--- config.mk ---
export PLATFORM = sky130hd
export DESIGN_NAME = round_robin_register_allocator
export DESIGN_NICKNAME = d
export VERILOG_FILES = /design/src/hw/rtl/rra_pkg.sv /design/src/hw/rtl/round_robin_register_allocator.sv
export SDC_FILE = /design/constraint.sdc
export NUM_CORES = 2
export LEC_CHECK = 0
export BUFFER_PORTS_ARGS = -buffer_cell sky130_fd_sc_hd__buf_2
export CORE_MARGIN = 4
export CORE_UTILIZATION = 25
export DETAILED_ROUTE_END_ITERATION = 16
export SKIP_CTS_REPAIR_TIMING = 1
export SYNTH_ARGS = -nofsm -noshare
export SYNTH_HDL_FRONTEND = slang
export SYNTH_SLANG_ARGS = --single-unit
--- constraint.sdc ---
create_clock -name clk -period 13.3 [get_ports clk]
set_input_delay 2.66 -clock clk [delete_from_list [all_inputs] [get_ports clk]]
set_output_delay 2.66 -clock clk [all_outputs]
set_load 0.005 [all_outputs]
--- src/hw/rtl/rra_pkg.sv ---
package rra_pkg;

    // Table geometry
    localparam int NUM_REGS  = 64;
    localparam int TAG_BITS  = 32;
    localparam int LOCK_BITS = 8;
    localparam int MASK_BITS = 64;
    localparam int IDX_BITS  = $clog2(NUM_REGS);
    localparam int CNT_BITS  = $clog2(NUM_REGS + 1);

    localparam logic [LOCK_BITS-1:0] LOCK_MAX = '1;
    localparam logic [LOCK_BITS-1:0] LOCK_ONE = LOCK_BITS'(1);

    // Command codes
    localparam logic CMD_ACQUIRE = 1'b0;
    localparam logic CMD_RELEASE = 1'b1;

    // Configuration register indexes
    localparam int CFG_IDX_BITS = 1;
    localparam logic [CFG_IDX_BITS-1:0] CFG_PRESERVE = 1'b0;
    localparam logic [CFG_IDX_BITS-1:0] CFG_CAN_SAVE = 1'b1;

    // Sequencer states
    typedef enum logic [2:0] {
        S_IDLE,
        S_SCAN,
        S_HIT,
        S_MISS,
        S_SPILL,
        S_REL,
        S_RESP
    } state_t;

endpackage

--- src/hw/rtl/round_robin_register_allocator.sv ---
// Round-robin register allocator.
// Request channel (req_valid / req_stall) carries one command per transaction:
// acquire a register for value_tag, or release the lock on release_index.
// Response channel (rsp_valid / rsp_stall) returns exactly one transaction per
// request: granted register, hit / fill / spill / newly-saved / exhausted flags.
// preserve_mask and can_save_mask are written through cfg_write_en / cfg_index /
// cfg_data; the user must write them only while no request is in flight, and the
// block does not enforce it. Flow: one request is worked on at a time. A
// release passes through S_REL and S_RESP before its response is loaded. An
// acquire scans the tag memory one entry a cycle through a single read port while
// the same step counter walks the round-robin candidate bits from the rover: a hit
// goes on through S_HIT, a miss finishes the full scan, then takes the decision in
// S_MISS and, with a spill, the spill tag read into S_SPILL. The single-port tag
// scan sets the acquire time. Requests are not overlapped: the next request is
// taken in S_IDLE, after the current response is in the output register.
// The response sits in an output register; a new request is taken while it
// waits under rsp_stall, but the next response is held back until it is taken.
// Reset clears all entry valid bits, locked, dirty and saved bits, the rover and
// both masks (the lock count memory itself is not cleared); it takes effect at once.
module round_robin_register_allocator
(
    input  logic        clk,
    input  logic        rst_n,

    input  logic        cfg_write_en,
    input  logic        cfg_index,
    input  logic [63:0] cfg_data,

    input  logic        req_valid,
    output logic        req_stall,
    input  logic        command,
    input  logic [31:0] value_tag,
    input  logic [1:0]  access_kind,
    input  logic [5:0]  release_index,

    output logic        rsp_valid,
    input  logic        rsp_stall,
    output logic [5:0]  granted_index,
    output logic        was_hit,
    output logic        fill_needed,
    output logic        spill_needed,
    output logic [31:0] spill_tag,
    output logic        newly_saved,
    output logic        no_register
);

    localparam int NR = rra_pkg::NUM_REGS;
    localparam int IB = rra_pkg::IDX_BITS;
    localparam int CB = rra_pkg::CNT_BITS;
    localparam int TB = rra_pkg::TAG_BITS;
    localparam int LB = rra_pkg::LOCK_BITS;
    localparam int MB = rra_pkg::MASK_BITS;

    rra_pkg::state_t state_reg, state_next;

    // Configuration and allocation state
    logic [MB-1:0]  preserve_reg;
    logic [MB-1:0]  can_save_reg;
    logic [NR-1:0]  valid_reg;
    logic [NR-1:0]  nz_reg;
    logic [NR-1:0]  dirty_reg;
    logic [NR-1:0]  saved_reg;
    logic [IB-1:0]  rover_reg;

    // Request capture
    logic           cmd_reg;
    logic [TB-1:0]  tag_reg;
    logic           dirty_in_reg;
    logic [5:0]     rel_reg;

    // Scan sequencer
    logic [CB-1:0]  cnt_reg;
    logic           found1_reg;
    logic [IB-1:0]  k1_reg;
    logic           found2_reg;
    logic [IB-1:0]  k2_reg;
    logic [IB-1:0]  hit_idx_reg;

    // Memories
    logic [TB-1:0]  entry_tag_mem [NR];
    logic [LB-1:0]  lock_mem [NR];
    logic [TB-1:0]  tag_rd_reg;
    logic [LB-1:0]  lock_rd_reg;

    // Pending result
    logic [5:0]     res_index_reg;
    logic           res_hit_reg;
    logic           res_fill_reg;
    logic           res_spill_reg;
    logic [31:0]    res_spill_tag_reg;
    logic           res_saved_reg;
    logic           res_none_reg;

    // Output register
    logic           rsp_valid_reg;
    logic [5:0]     granted_index_reg;
    logic           was_hit_reg;
    logic           fill_needed_reg;
    logic           spill_needed_reg;
    logic [31:0]    spill_tag_reg;
    logic           newly_saved_reg;
    logic           no_register_reg;

    // Control from the output decoder
    logic           req_take;
    logic           rsp_free;
    logic [IB-1:0]  tag_rd_addr;
    logic [IB-1:0]  lock_rd_addr;
    logic           lock_we;
    logic [IB-1:0]  lock_wa;
    logic [LB-1:0]  lock_wd;
    logic           install_we;
    logic [IB-1:0]  install_idx;
    logic           install_new_save;

    // Shared step unit: entry index, compare index and rotated candidate index
    logic           scan_issue;
    logic [IB-1:0]  scan_idx;
    logic [CB-1:0]  cmp_full;
    logic [IB-1:0]  cmp_idx;
    logic [IB:0]    rr_sum;
    logic [IB:0]    rr_wrap;
    logic [IB-1:0]  rr_idx;
    logic           cand1;
    logic           cand2;
    logic           hit_now;
    logic [LB-1:0]  rel_lock;
    logic           rel_in_range;
    logic [IB-1:0]  rel_idx;
    logic [IB-1:0]  rover_next;

    assign scan_issue = (cnt_reg < CB'(NR));
    assign scan_idx   = cnt_reg[IB-1:0];
    assign cmp_full   = cnt_reg - CB'(1);
    assign cmp_idx    = cmp_full[IB-1:0];
    assign rr_sum     = {1'b0, rover_reg} + {1'b0, scan_idx};
    assign rr_wrap    = (rr_sum >= (IB+1)'(NR)) ? (rr_sum - (IB+1)'(NR)) : rr_sum;
    assign rr_idx     = rr_wrap[IB-1:0];
    assign cand1      = preserve_reg[rr_idx] & saved_reg[rr_idx] & ~nz_reg[rr_idx];
    assign cand2      = preserve_reg[rr_idx] & can_save_reg[rr_idx];
    assign hit_now    = (state_reg == rra_pkg::S_SCAN) && (cnt_reg != '0)
                        && valid_reg[cmp_idx] && (tag_rd_reg == tag_reg);

    assign rel_idx      = rel_reg[IB-1:0];
    assign rel_in_range = ({1'b0, rel_reg} < 7'(NR));
    assign rel_lock     = valid_reg[rel_idx] ? lock_rd_reg : '0;
    assign rover_next   = (install_idx == IB'(NR - 1)) ? '0 : (install_idx + IB'(1));

    assign rsp_free = !rsp_valid_reg || !rsp_stall;
    assign req_take = req_valid && !req_stall;

    // Sequencer state register
    always_ff @(posedge clk or negedge rst_n)
    begin
        if (!rst_n)
        begin
            state_reg <= rra_pkg::S_IDLE;
        end
        else
        begin
            state_reg <= state_next;
        end
    end

    // Next state
    always_comb
    begin
        state_next = state_reg;
        unique case (state_reg)
            rra_pkg::S_IDLE:
            begin
                if (req_valid)
                begin
                    state_next = (command == rra_pkg::CMD_RELEASE) ? rra_pkg::S_REL
                                                                  : rra_pkg::S_SCAN;
                end
            end
            rra_pkg::S_SCAN:
            begin
                if (hit_now)
                begin
                    state_next = rra_pkg::S_HIT;
                end
                else if (!scan_issue)
                begin
                    state_next = rra_pkg::S_MISS;
                end
            end
            rra_pkg::S_HIT:   state_next = rra_pkg::S_RESP;
            rra_pkg::S_REL:   state_next = rra_pkg::S_RESP;
            rra_pkg::S_MISS:  state_next = found1_reg ? rra_pkg::S_SPILL : rra_pkg::S_RESP;
            rra_pkg::S_SPILL: state_next = rra_pkg::S_RESP;
            rra_pkg::S_RESP:
            begin
                if (rsp_free)
                begin
                    state_next = rra_pkg::S_IDLE;
                end
            end
            default:          state_next = rra_pkg::S_IDLE;
        endcase
    end

    // Memory and update controls
    always_comb
    begin
        req_stall        = 1'b1;
        tag_rd_addr      = scan_idx;
        lock_rd_addr     = cmp_idx;
        lock_we          = 1'b0;
        lock_wa          = hit_idx_reg;
        lock_wd          = rra_pkg::LOCK_ONE;
        install_we       = 1'b0;
        install_idx      = k1_reg;
        install_new_save = 1'b0;
        unique case (state_reg)
            rra_pkg::S_IDLE:
            begin
                req_stall    = 1'b0;
                lock_rd_addr = release_index[IB-1:0];
            end
            rra_pkg::S_SCAN:
            begin
                tag_rd_addr  = scan_idx;
                lock_rd_addr = cmp_idx;
            end
            rra_pkg::S_HIT:
            begin
                lock_we = 1'b1;
                lock_wa = hit_idx_reg;
                lock_wd = (lock_rd_reg == rra_pkg::LOCK_MAX) ? lock_rd_reg
                                                            : (lock_rd_reg + LB'(1));
            end
            rra_pkg::S_REL:
            begin
                lock_we = rel_in_range && (rel_lock != '0);
                lock_wa = rel_idx;
                lock_wd = rel_lock - LB'(1);
            end
            rra_pkg::S_MISS:
            begin
                tag_rd_addr = k1_reg;
                if (!found1_reg && found2_reg)
                begin
                    install_we       = 1'b1;
                    install_idx      = k2_reg;
                    install_new_save = 1'b1;
                    lock_we          = 1'b1;
                    lock_wa          = k2_reg;
                    lock_wd          = rra_pkg::LOCK_ONE;
                end
            end
            rra_pkg::S_SPILL:
            begin
                install_we  = 1'b1;
                install_idx = k1_reg;
                lock_we     = 1'b1;
                lock_wa     = k1_reg;
                lock_wd     = rra_pkg::LOCK_ONE;
            end
            rra_pkg::S_RESP:
            begin
                req_stall = 1'b1;
            end
            default:
            begin
                req_stall = 1'b1;
            end
        endcase
    end

    // Tag memory: one write, one registered read
    always_ff @(posedge clk)
    begin
        if (install_we)
        begin
            entry_tag_mem[install_idx] <= tag_reg;
        end
        tag_rd_reg <= entry_tag_mem[tag_rd_addr];
    end

    // Lock count memory: one write, one registered read
    always_ff @(posedge clk)
    begin
        if (lock_we)
        begin
            lock_mem[lock_wa] <= lock_wd;
        end
        lock_rd_reg <= lock_mem[lock_rd_addr];
    end

    // Configuration writes
    always_ff @(posedge clk or negedge rst_n)
    begin
        if (!rst_n)
        begin
            preserve_reg <= '0;
            can_save_reg <= '0;
        end
        else if (cfg_write_en)
        begin
            unique case (cfg_index)
                rra_pkg::CFG_PRESERVE: preserve_reg <= cfg_data;
                rra_pkg::CFG_CAN_SAVE: can_save_reg <= cfg_data;
                default:               preserve_reg <= preserve_reg;
            endcase
        end
    end

    // Allocation state: valid, locked, dirty, saved bits and rover
    always_ff @(posedge clk or negedge rst_n)
    begin
        if (!rst_n)
        begin
            valid_reg <= '0;
            nz_reg    <= '0;
            dirty_reg <= '0;
            saved_reg <= '0;
            rover_reg <= '0;
        end
        else
        begin
            if (state_reg == rra_pkg::S_HIT)
            begin
                nz_reg[hit_idx_reg] <= 1'b1;
                if (dirty_in_reg)
                begin
                    dirty_reg[hit_idx_reg] <= 1'b1;
                end
            end
            if ((state_reg == rra_pkg::S_REL) && lock_we && (lock_wd == '0))
            begin
                nz_reg[rel_idx] <= 1'b0;
            end
            if (install_we)
            begin
                valid_reg[install_idx] <= 1'b1;
                nz_reg[install_idx]    <= 1'b1;
                dirty_reg[install_idx] <= dirty_in_reg;
                rover_reg              <= rover_next;
                if (install_new_save)
                begin
                    saved_reg[install_idx] <= 1'b1;
                end
            end
        end
    end

    // Scan counter and first-candidate capture
    always_ff @(posedge clk or negedge rst_n)
    begin
        if (!rst_n)
        begin
            cnt_reg    <= '0;
            found1_reg <= 1'b0;
            found2_reg <= 1'b0;
        end
        else if (req_take)
        begin
            cnt_reg    <= '0;
            found1_reg <= 1'b0;
            found2_reg <= 1'b0;
        end
        else if ((state_reg == rra_pkg::S_SCAN) && scan_issue)
        begin
            cnt_reg <= cnt_reg + CB'(1);
            if (cand1 && !found1_reg)
            begin
                found1_reg <= 1'b1;
            end
            if (cand2 && !found2_reg)
            begin
                found2_reg <= 1'b1;
            end
        end
    end

    // Candidate indexes, hit index and request capture
    always_ff @(posedge clk)
    begin
        if (req_take)
        begin
            cmd_reg      <= command;
            tag_reg      <= value_tag;
            dirty_in_reg <= access_kind[1];
            rel_reg      <= release_index;
        end
        if ((state_reg == rra_pkg::S_SCAN) && scan_issue)
        begin
            if (cand1 && !found1_reg)
            begin
                k1_reg <= rr_idx;
            end
            if (cand2 && !found2_reg)
            begin
                k2_reg <= rr_idx;
            end
        end
        if (hit_now)
        begin
            hit_idx_reg <= cmp_idx;
        end
    end

    // Build the pending result
    always_ff @(posedge clk)
    begin
        case (state_reg)
            rra_pkg::S_HIT:
            begin
                res_index_reg     <= 6'(hit_idx_reg);
                res_hit_reg       <= 1'b1;
                res_fill_reg      <= 1'b0;
                res_spill_reg     <= 1'b0;
                res_spill_tag_reg <= '0;
                res_saved_reg     <= 1'b0;
                res_none_reg      <= 1'b0;
            end
            rra_pkg::S_REL:
            begin
                res_index_reg     <= rel_reg;
                res_hit_reg       <= 1'b0;
                res_fill_reg      <= 1'b0;
                res_spill_reg     <= 1'b0;
                res_spill_tag_reg <= '0;
                res_saved_reg     <= 1'b0;
                res_none_reg      <= 1'b0;
            end
            rra_pkg::S_MISS:
            begin
                res_index_reg     <= found2_reg ? 6'(k2_reg) : '0;
                res_hit_reg       <= 1'b0;
                res_fill_reg      <= found2_reg;
                res_spill_reg     <= 1'b0;
                res_spill_tag_reg <= '0;
                res_saved_reg     <= found2_reg;
                res_none_reg      <= !found2_reg;
            end
            rra_pkg::S_SPILL:
            begin
                res_index_reg     <= 6'(k1_reg);
                res_hit_reg       <= 1'b0;
                res_fill_reg      <= 1'b1;
                res_spill_reg     <= dirty_reg[k1_reg];
                res_spill_tag_reg <= dirty_reg[k1_reg] ? 32'(tag_rd_reg) : '0;
                res_saved_reg     <= 1'b0;
                res_none_reg      <= 1'b0;
            end
            default:
            begin
                res_index_reg <= res_index_reg;
            end
        endcase
    end

    // Output register valid
    always_ff @(posedge clk or negedge rst_n)
    begin
        if (!rst_n)
        begin
            rsp_valid_reg <= 1'b0;
        end
        else if ((state_reg == rra_pkg::S_RESP) && rsp_free)
        begin
            rsp_valid_reg <= 1'b1;
        end
        else if (rsp_valid_reg && !rsp_stall)
        begin
            rsp_valid_reg <= 1'b0;
        end
    end

    // Load the output payload once the previous transaction is gone
    always_ff @(posedge clk)
    begin
        if ((state_reg == rra_pkg::S_RESP) && rsp_free)
        begin
            granted_index_reg <= res_index_reg;
            was_hit_reg       <= res_hit_reg;
            fill_needed_reg   <= res_fill_reg;
            spill_needed_reg  <= res_spill_reg;
            spill_tag_reg     <= res_spill_tag_reg;
            newly_saved_reg   <= res_saved_reg;
            no_register_reg   <= res_none_reg;
        end
    end

    assign rsp_valid     = rsp_valid_reg;
    assign granted_index = granted_index_reg;
    assign was_hit       = was_hit_reg;
    assign fill_needed   = fill_needed_reg;
    assign spill_needed  = spill_needed_reg;
    assign spill_tag     = spill_tag_reg;
    assign newly_saved   = newly_saved_reg;
    assign no_register   = no_register_reg;

    // A locked or dirty register always holds an installed entry
    assert property (@(posedge clk) disable iff (!rst_n)
        ((nz_reg | dirty_reg) & ~valid_reg) == '0)
        else $error("lock or dirty bit set on an invalid entry");

    // A spill only comes with a fill through the saved search
    assert property (@(posedge clk) disable iff (!rst_n)
        (rsp_valid && spill_needed) |-> (fill_needed && !newly_saved && !was_hit))
        else $error("spill flagged outside the saved-register path");

    // The rover moves only when a register is installed
    assert property (@(posedge clk) disable iff (!rst_n)
        (rover_reg != $past(rover_reg)) |->
            ($past(state_reg) == rra_pkg::S_MISS || $past(state_reg) == rra_pkg::S_SPILL))
        else $error("rover moved without an install");

    // A release never reaches the tag scan
    assert property (@(posedge clk) disable iff (!rst_n)
        (state_reg == rra_pkg::S_SCAN) |-> (cmd_reg == rra_pkg::CMD_ACQUIRE))
        else $error("release command entered the tag scan");

endmodule
Word-level counts from Yosys, hierarchy flattened
Memories as Yosys holds them, arrays and structs flattened. A register that Yosys moved wholly into a read port is not among the register bits.
Cells that the tools add are included.
{ "classes": {"n_bitwise": 12, "n_eq_ne": 12, "magnitude_cmp": 11, "addsub": 7, "n_reduce_logical": 46, "mux": 73} }
{ "op_table": {"columns": ["cell", "count"], "rows": [
  ["64-bit two-way mux", 6],
  ["64-bit OR", 5],
  ["64-bit bitwise AND", 1],
  ["64-bit bitwise mux", 1],
  ["64-bit inverter", 1],
  ["32-bit one-hot mux with 2 select lines", 1],
  ["6-bit two-way mux", 8],
  ["1-bit binary-select mux with 6-bit select", 7],
  ["6-bit by 7-bit less-than comparator with 1-bit output, second input constant", 6],
  ["32-bit == test", 1],
  ["32-bit two-way mux", 1],
  ["1-bit two-way mux", 25],
  ["6-bit one-hot mux with 4 select lines", 1],
  ["1-bit demux with 6-bit select", 3],
  ["6-bit by 1-bit >= comparator with 1-bit output, second input constant", 3],
  ["6-bit one-hot mux with 3 select lines", 1],
  ["8-bit two-way mux", 2],
  ["8-bit one-hot mux with 2 select lines", 1],
  ["1-bit logical AND", 15],
  ["3-bit two-way mux", 5],
  ["3-bit one-hot mux with 5 select lines", 1],
  ["7-bit two-way mux", 2],
  ["2-bit AND reduction", 7],
  ["2-bit nonzero test", 7],
  ["other kinds (31)", 50]
]} }
{ "totals": {"mem_bits_rw": 2560, "regBits": 546, "n_memories": 2, "elab_cells": 195, "input_bits": 111, "output_inout_bits": 45} }
{ "memory_table": {"columns": ["memory", "depth", "word_bits", "rd", "rd_ports_with_merged_regs", "wr", "line", "rtl"], "rows": [
  ["entry_tag_mem", 64, 32, 1, 1, 1, "round_robin_register_allocator.sv:80", "logic [TB-1:0] entry_tag_mem [NR];"],
  ["lock_mem", 64, 8, 1, 1, 1, "round_robin_register_allocator.sv:81", "logic [LB-1:0] lock_mem [NR];"]
]} }

Logic depth before layout (Yosys ltp)
{ "logic_depth": {"ltp_word": 11, "mapped_depth": 20, "depth_no_buf": 15} }

Least setup slack after synthesis
OpenSTA, ideal clock, no wires.
{ "synth_timing": {"path_type": "input port to flip-flop", "from": "input port rsp_stall", "to": "register fill_needed_reg, in the netlist fill_needed, enable pin", "cell_stages": 2, "required_time_ns": 12.794, "slack_ns": 6.912, "setup_ns": 0.506, "arrival_time_ns": 5.882, "n_path_buf": 0, "path_cell_list": "nand2_1 > nor3b_1"} }
{ "synth_via": {"elab_chain_len": 3} }
{ "synth_lines": {"columns": ["element", "line", "rtl"], "rows": [
  ["start: declaration", "round_robin_register_allocator.sv:37", "input logic rsp_stall,"],
  ["1-bit logical NOT", "round_robin_register_allocator.sv:149", "assign rsp_free = !rsp_valid_reg || !rsp_stall;"],
  ["1-bit logical OR", "round_robin_register_allocator.sv:149", null],
  ["1-bit logical AND", "round_robin_register_allocator.sv:476", "if ((state_reg == rra_pkg::S_RESP) && rsp_free)"],
  ["end signal: assignment", "round_robin_register_allocator.sv:480", "fill_needed_reg <= res_fill_reg;"],
  ["end: declaration", "round_robin_register_allocator.sv:98", "logic fill_needed_reg;"]
]} }
Every way passes these cells.
A chain may end at the register's enable or synchronous reset.

Worst setup path after layout
{ "layout_timing": {"from": "register state_reg[1]", "to": "register tag_rd_reg[21] (read register of entry_tag_mem)"} }
{ "layout_via": {"elab_chain_len": 2} }
{ "layout_lines": {"columns": ["element", "line", "rtl"], "rows": [
  ["start: declaration", "round_robin_register_allocator.sv:54", "rra_pkg::state_t state_reg, state_next;"],
  ["start signal: assignment", "round_robin_register_allocator.sv:157", "state_reg <= rra_pkg::S_IDLE;"],
  ["start signal: assignment", "round_robin_register_allocator.sv:161", "state_reg <= state_next;"],
  ["3-bit by 2-bit == test with 1-bit output", "round_robin_register_allocator.sv:216", "unique case (state_reg)"],
  ["6-bit two-way mux", "round_robin_register_allocator.sv:216", null],
  ["end: declaration", "round_robin_register_allocator.sv:82", "logic [TB-1:0] tag_rd_reg;"]
]} }
Every way passes these cells.

==> qor.csv <==
stage;metric;value;unit
synth;async_reset_ff_share;12.8;%
power;power_density;216;mW/mm^2
route;wl_per_cell;25.1;microns
worst_setup_path;cp-start-kind;flip-flop;
layout;final_area;0.144;sq mm
worst_setup_path;crit_slowest_cell;and3b_1;
synth;synth_ff_type;edfxtp_1;
timing;rsz0062_at_grt;false;
synth;yosys.area.top_type;edfxtp_1;
synth;yosysUniqueCellTypes;77;
route;ant_nets;0;
cts;cts_inserted_buffers;321;
route;drt_wl_total;344000;microns
timing;hold_viol;0;
floorplanning;die-area;0.510;sq mm
cts;clockBufferDepth;4;
cts;clock_sinks;3146;
layout;area_growth;15.6;%
floorplanning;coreArea;0.497;sq mm
worst_setup_path;crit_buf_inv;4;
worst_setup_path;r2r_cells;11;
placed_design;port_buffers;154;
worst_setup_path;critPathMaxStageDelay;920;ps
power;leakagePower;0.0499;uW
worst_setup_path;path_max_fanout;114;
worst_setup_path;critPathArrivalTime;7280;ps
floorplanning;die_h;714;microns
timing;slew_violations;0;
floorplanning;start_util;25.1;%
power;power;31200;uW
synth;syn_area_per_cell;19.2;sq um
worst_setup_path;crit_chain;and3b_1, nor2_1, a21oi_4, buf_4, buf_12, buf_4, buf_4, mux4_2, a22o_1, a221oi_1, o221ai_1;
global_route;overflow;0;
min_path;whs_path_depth;0;
layout;final_layout_size_suffix_gt1_share;23.3;%
placed_design;gp_congestion;0.887;
layout;largest_reg_flops;2048;
timing;finalSetupViolCount;0;
cts;insertion_delay;950;ps
worst_setup_path;crit_family;buffers and inverters;
floorplanning;row_count;259;
min_path;min_path_type;reg -> reg;
timing;worst_slack;6760;ps
placed_design;placed_cell_area;0.134;sq mm
worst_setup_path;crit_path_end_kind;flip-flop;
synth;synth_area;0.125;sq mm
synth;seq_area_frac_synth;73.8;%
global_route;grt_pass1_vias;67500;
status;status;finished, final reports clean;
floorplanning;ios;156;
cts;cts_tree;yes;
global_route;track_usage;13.0;%
synth;synthDominantCellAreaShare;65.1;%
power;max-vdd-ir-drop;0.210;mV
timing;worst_pin_slew;1310;ps
synth;synth.net_count;6608;
timing;holdWs;417;ps
synth;synth_seq_cells;3146;
layout;final_nets;6883;
synth;synth_cells;6486;
global_route;antenna_found_initial;42;
synth;synth_edf_count;2703;
route;num_vias;65900;
timing;period_share;49.2;%
cts;cts_root_buf;clkbuf_16;
global_route;grt_pass1_wl;491000;microns
route;drc;0;
floorplanning;dieWidth;714;microns
timing;fin_worst_skew;60.7;ps
route;vias_per_cell;4.81;
synth;ys_top_cells_by_count;edfxtp_1, mux4_2, mux2i_1;
global_route;grt_max_degree;144;
route;drtPass1Iterations;7;
worst_setup_path;cp.depth;11;
synth;synth.most_common_cell;edfxtp_1;
layout;top_register;entry_tag_mem;
worst_setup_path;crit_type;reg -> reg;
timing;min_period;6540;ps
layout;reg.largest.list;entry_tag_mem x2048, lock_mem x512;
placed_design;place_worst_setup_slack;6610;ps
worst_setup_path;crit_top_cell;buf_4;
timing;slew_headroom;11.8;%
cts;path_clk_slew;60;ps
placed_design;place_hpwl;204000;microns
timing;fmax;153;MHz
cts;htreeDepth;5;
timing;setup_tns;0;ps
synth;yosysWarnings;0;
synth;synth.area.top_cells;edfxtp_1, mux4_2, dfrtp_1, mux2i_1, mux2_2;
run;maxCapViolCount;0;
route;initialDrtViolationCount;7817;
worst_setup_path;worstPathRequired;14040;ps
per-stage QoR:
stage | utilization, % | std cells
floorplan | - | 6486
global placement | 26.9 | 13100
CTS | 29.0 | 13700
global route | 29.0 | 13700
detailed placement | 26.9 | 13100
finish | 29.0 | 13700
area by class of cell:
class | instances | area, sq um
Antenna cell | 24 | 60.1
Clock buffer | 427 | 8810
Clock inverter | 161 | 1700
Fill cell | 48500 | 353000
Inverter | 112 | 420
Multi-Input combinational cell | 2860 | 30800
Sequential cell | 3146 | 92100
Tap cell | 6655 | 8330
Timing Repair Buffer | 320 | 2090
cell families after synthesis:
group | count (synthesis) | synth area share, %
fa+ha+maj | 11 | 0.116
mux | 1269 | 16.5
buf+inv | 480 | 1.76
xor+xnor | 50 | 0.351
compound gates | 776 | 4.44
simple gates | 754 | 3.04
flops | 3146 | 73.8
cells in the final DEF (no fill, tap or decap), drive strengths merged, types with 20 or more instances in the layout:
cell type | netlist | layout
a21o | 31 | 31
a21oi | 101 | 101
a221oi | 64 | 64
a22o | 128 | 128
a22oi | 161 | 161
and3 | 40 | 40
buf | 213 | 317
bufinv | 0 | 24
clkbuf | 155 | 430
clkinv | 1 | 107
dfrtp | 403 | 403
dfxtp | 40 | 40
diode | 0 | 24
edfxtp | 2703 | 2703
inv | 111 | 133
mux2 | 132 | 132
mux2i | 529 | 529
mux4 | 608 | 608
nand2 | 247 | 247
nand2b | 77 | 77
nand3 | 32 | 32
nand3b | 28 | 28
nor2 | 124 | 124
nor3 | 112 | 112
nor3b | 20 | 20
o21ai | 147 | 147
o21bai | 29 | 29
o221ai | 33 | 33
xnor2 | 40 | 40
power breakdown:
part	leakage [uW]	switching [uW]	internal, uW
Sequential	0.0299	549	11800
Clock	0.00512	3880	5170
Combinational	0.0149	6030	3800
Total	0.0499	10500	20700
final timing paths:
path	startpoint	end	slack, ps
min in group asynchronous	rst_n	can_save_reg[31]$_DFFE_PN0P_	1730
worst min-delay path	res_spill_tag_reg[16]$_SDFFCE_PN0P_	spill_tag[16]$_DFFE_PP_	420
max in group asynchronous	rst_n	dirty_reg[31]$_DFF_PN0_	9130
worst min register to register	res_spill_tag_reg[16]$_SDFFCE_PN0P_	spill_tag[16]$_DFFE_PP_	420
worst max-delay path	state_reg[1]$_DFFE_PN0P_	tag_rd_reg[21]$_DFF_P_	6760
worst max register to register	state_reg[1]$_DFFE_PN0P_	tag_rd_reg[21]$_DFF_P_	6760
layer usage:
metal | vias to the layer above | track usage, % | wire (microns)
li1 | 27000 | - | -
met1 | 35100 | 17.6 | 142000
met2 | 3098 | 20.5 | 158000
met3 | 704 | 3.29 | 31400
met4 | 34 | 4.48 | 12100
met5 | - | 0 | 254
Power figures use the tool's default switching activity.
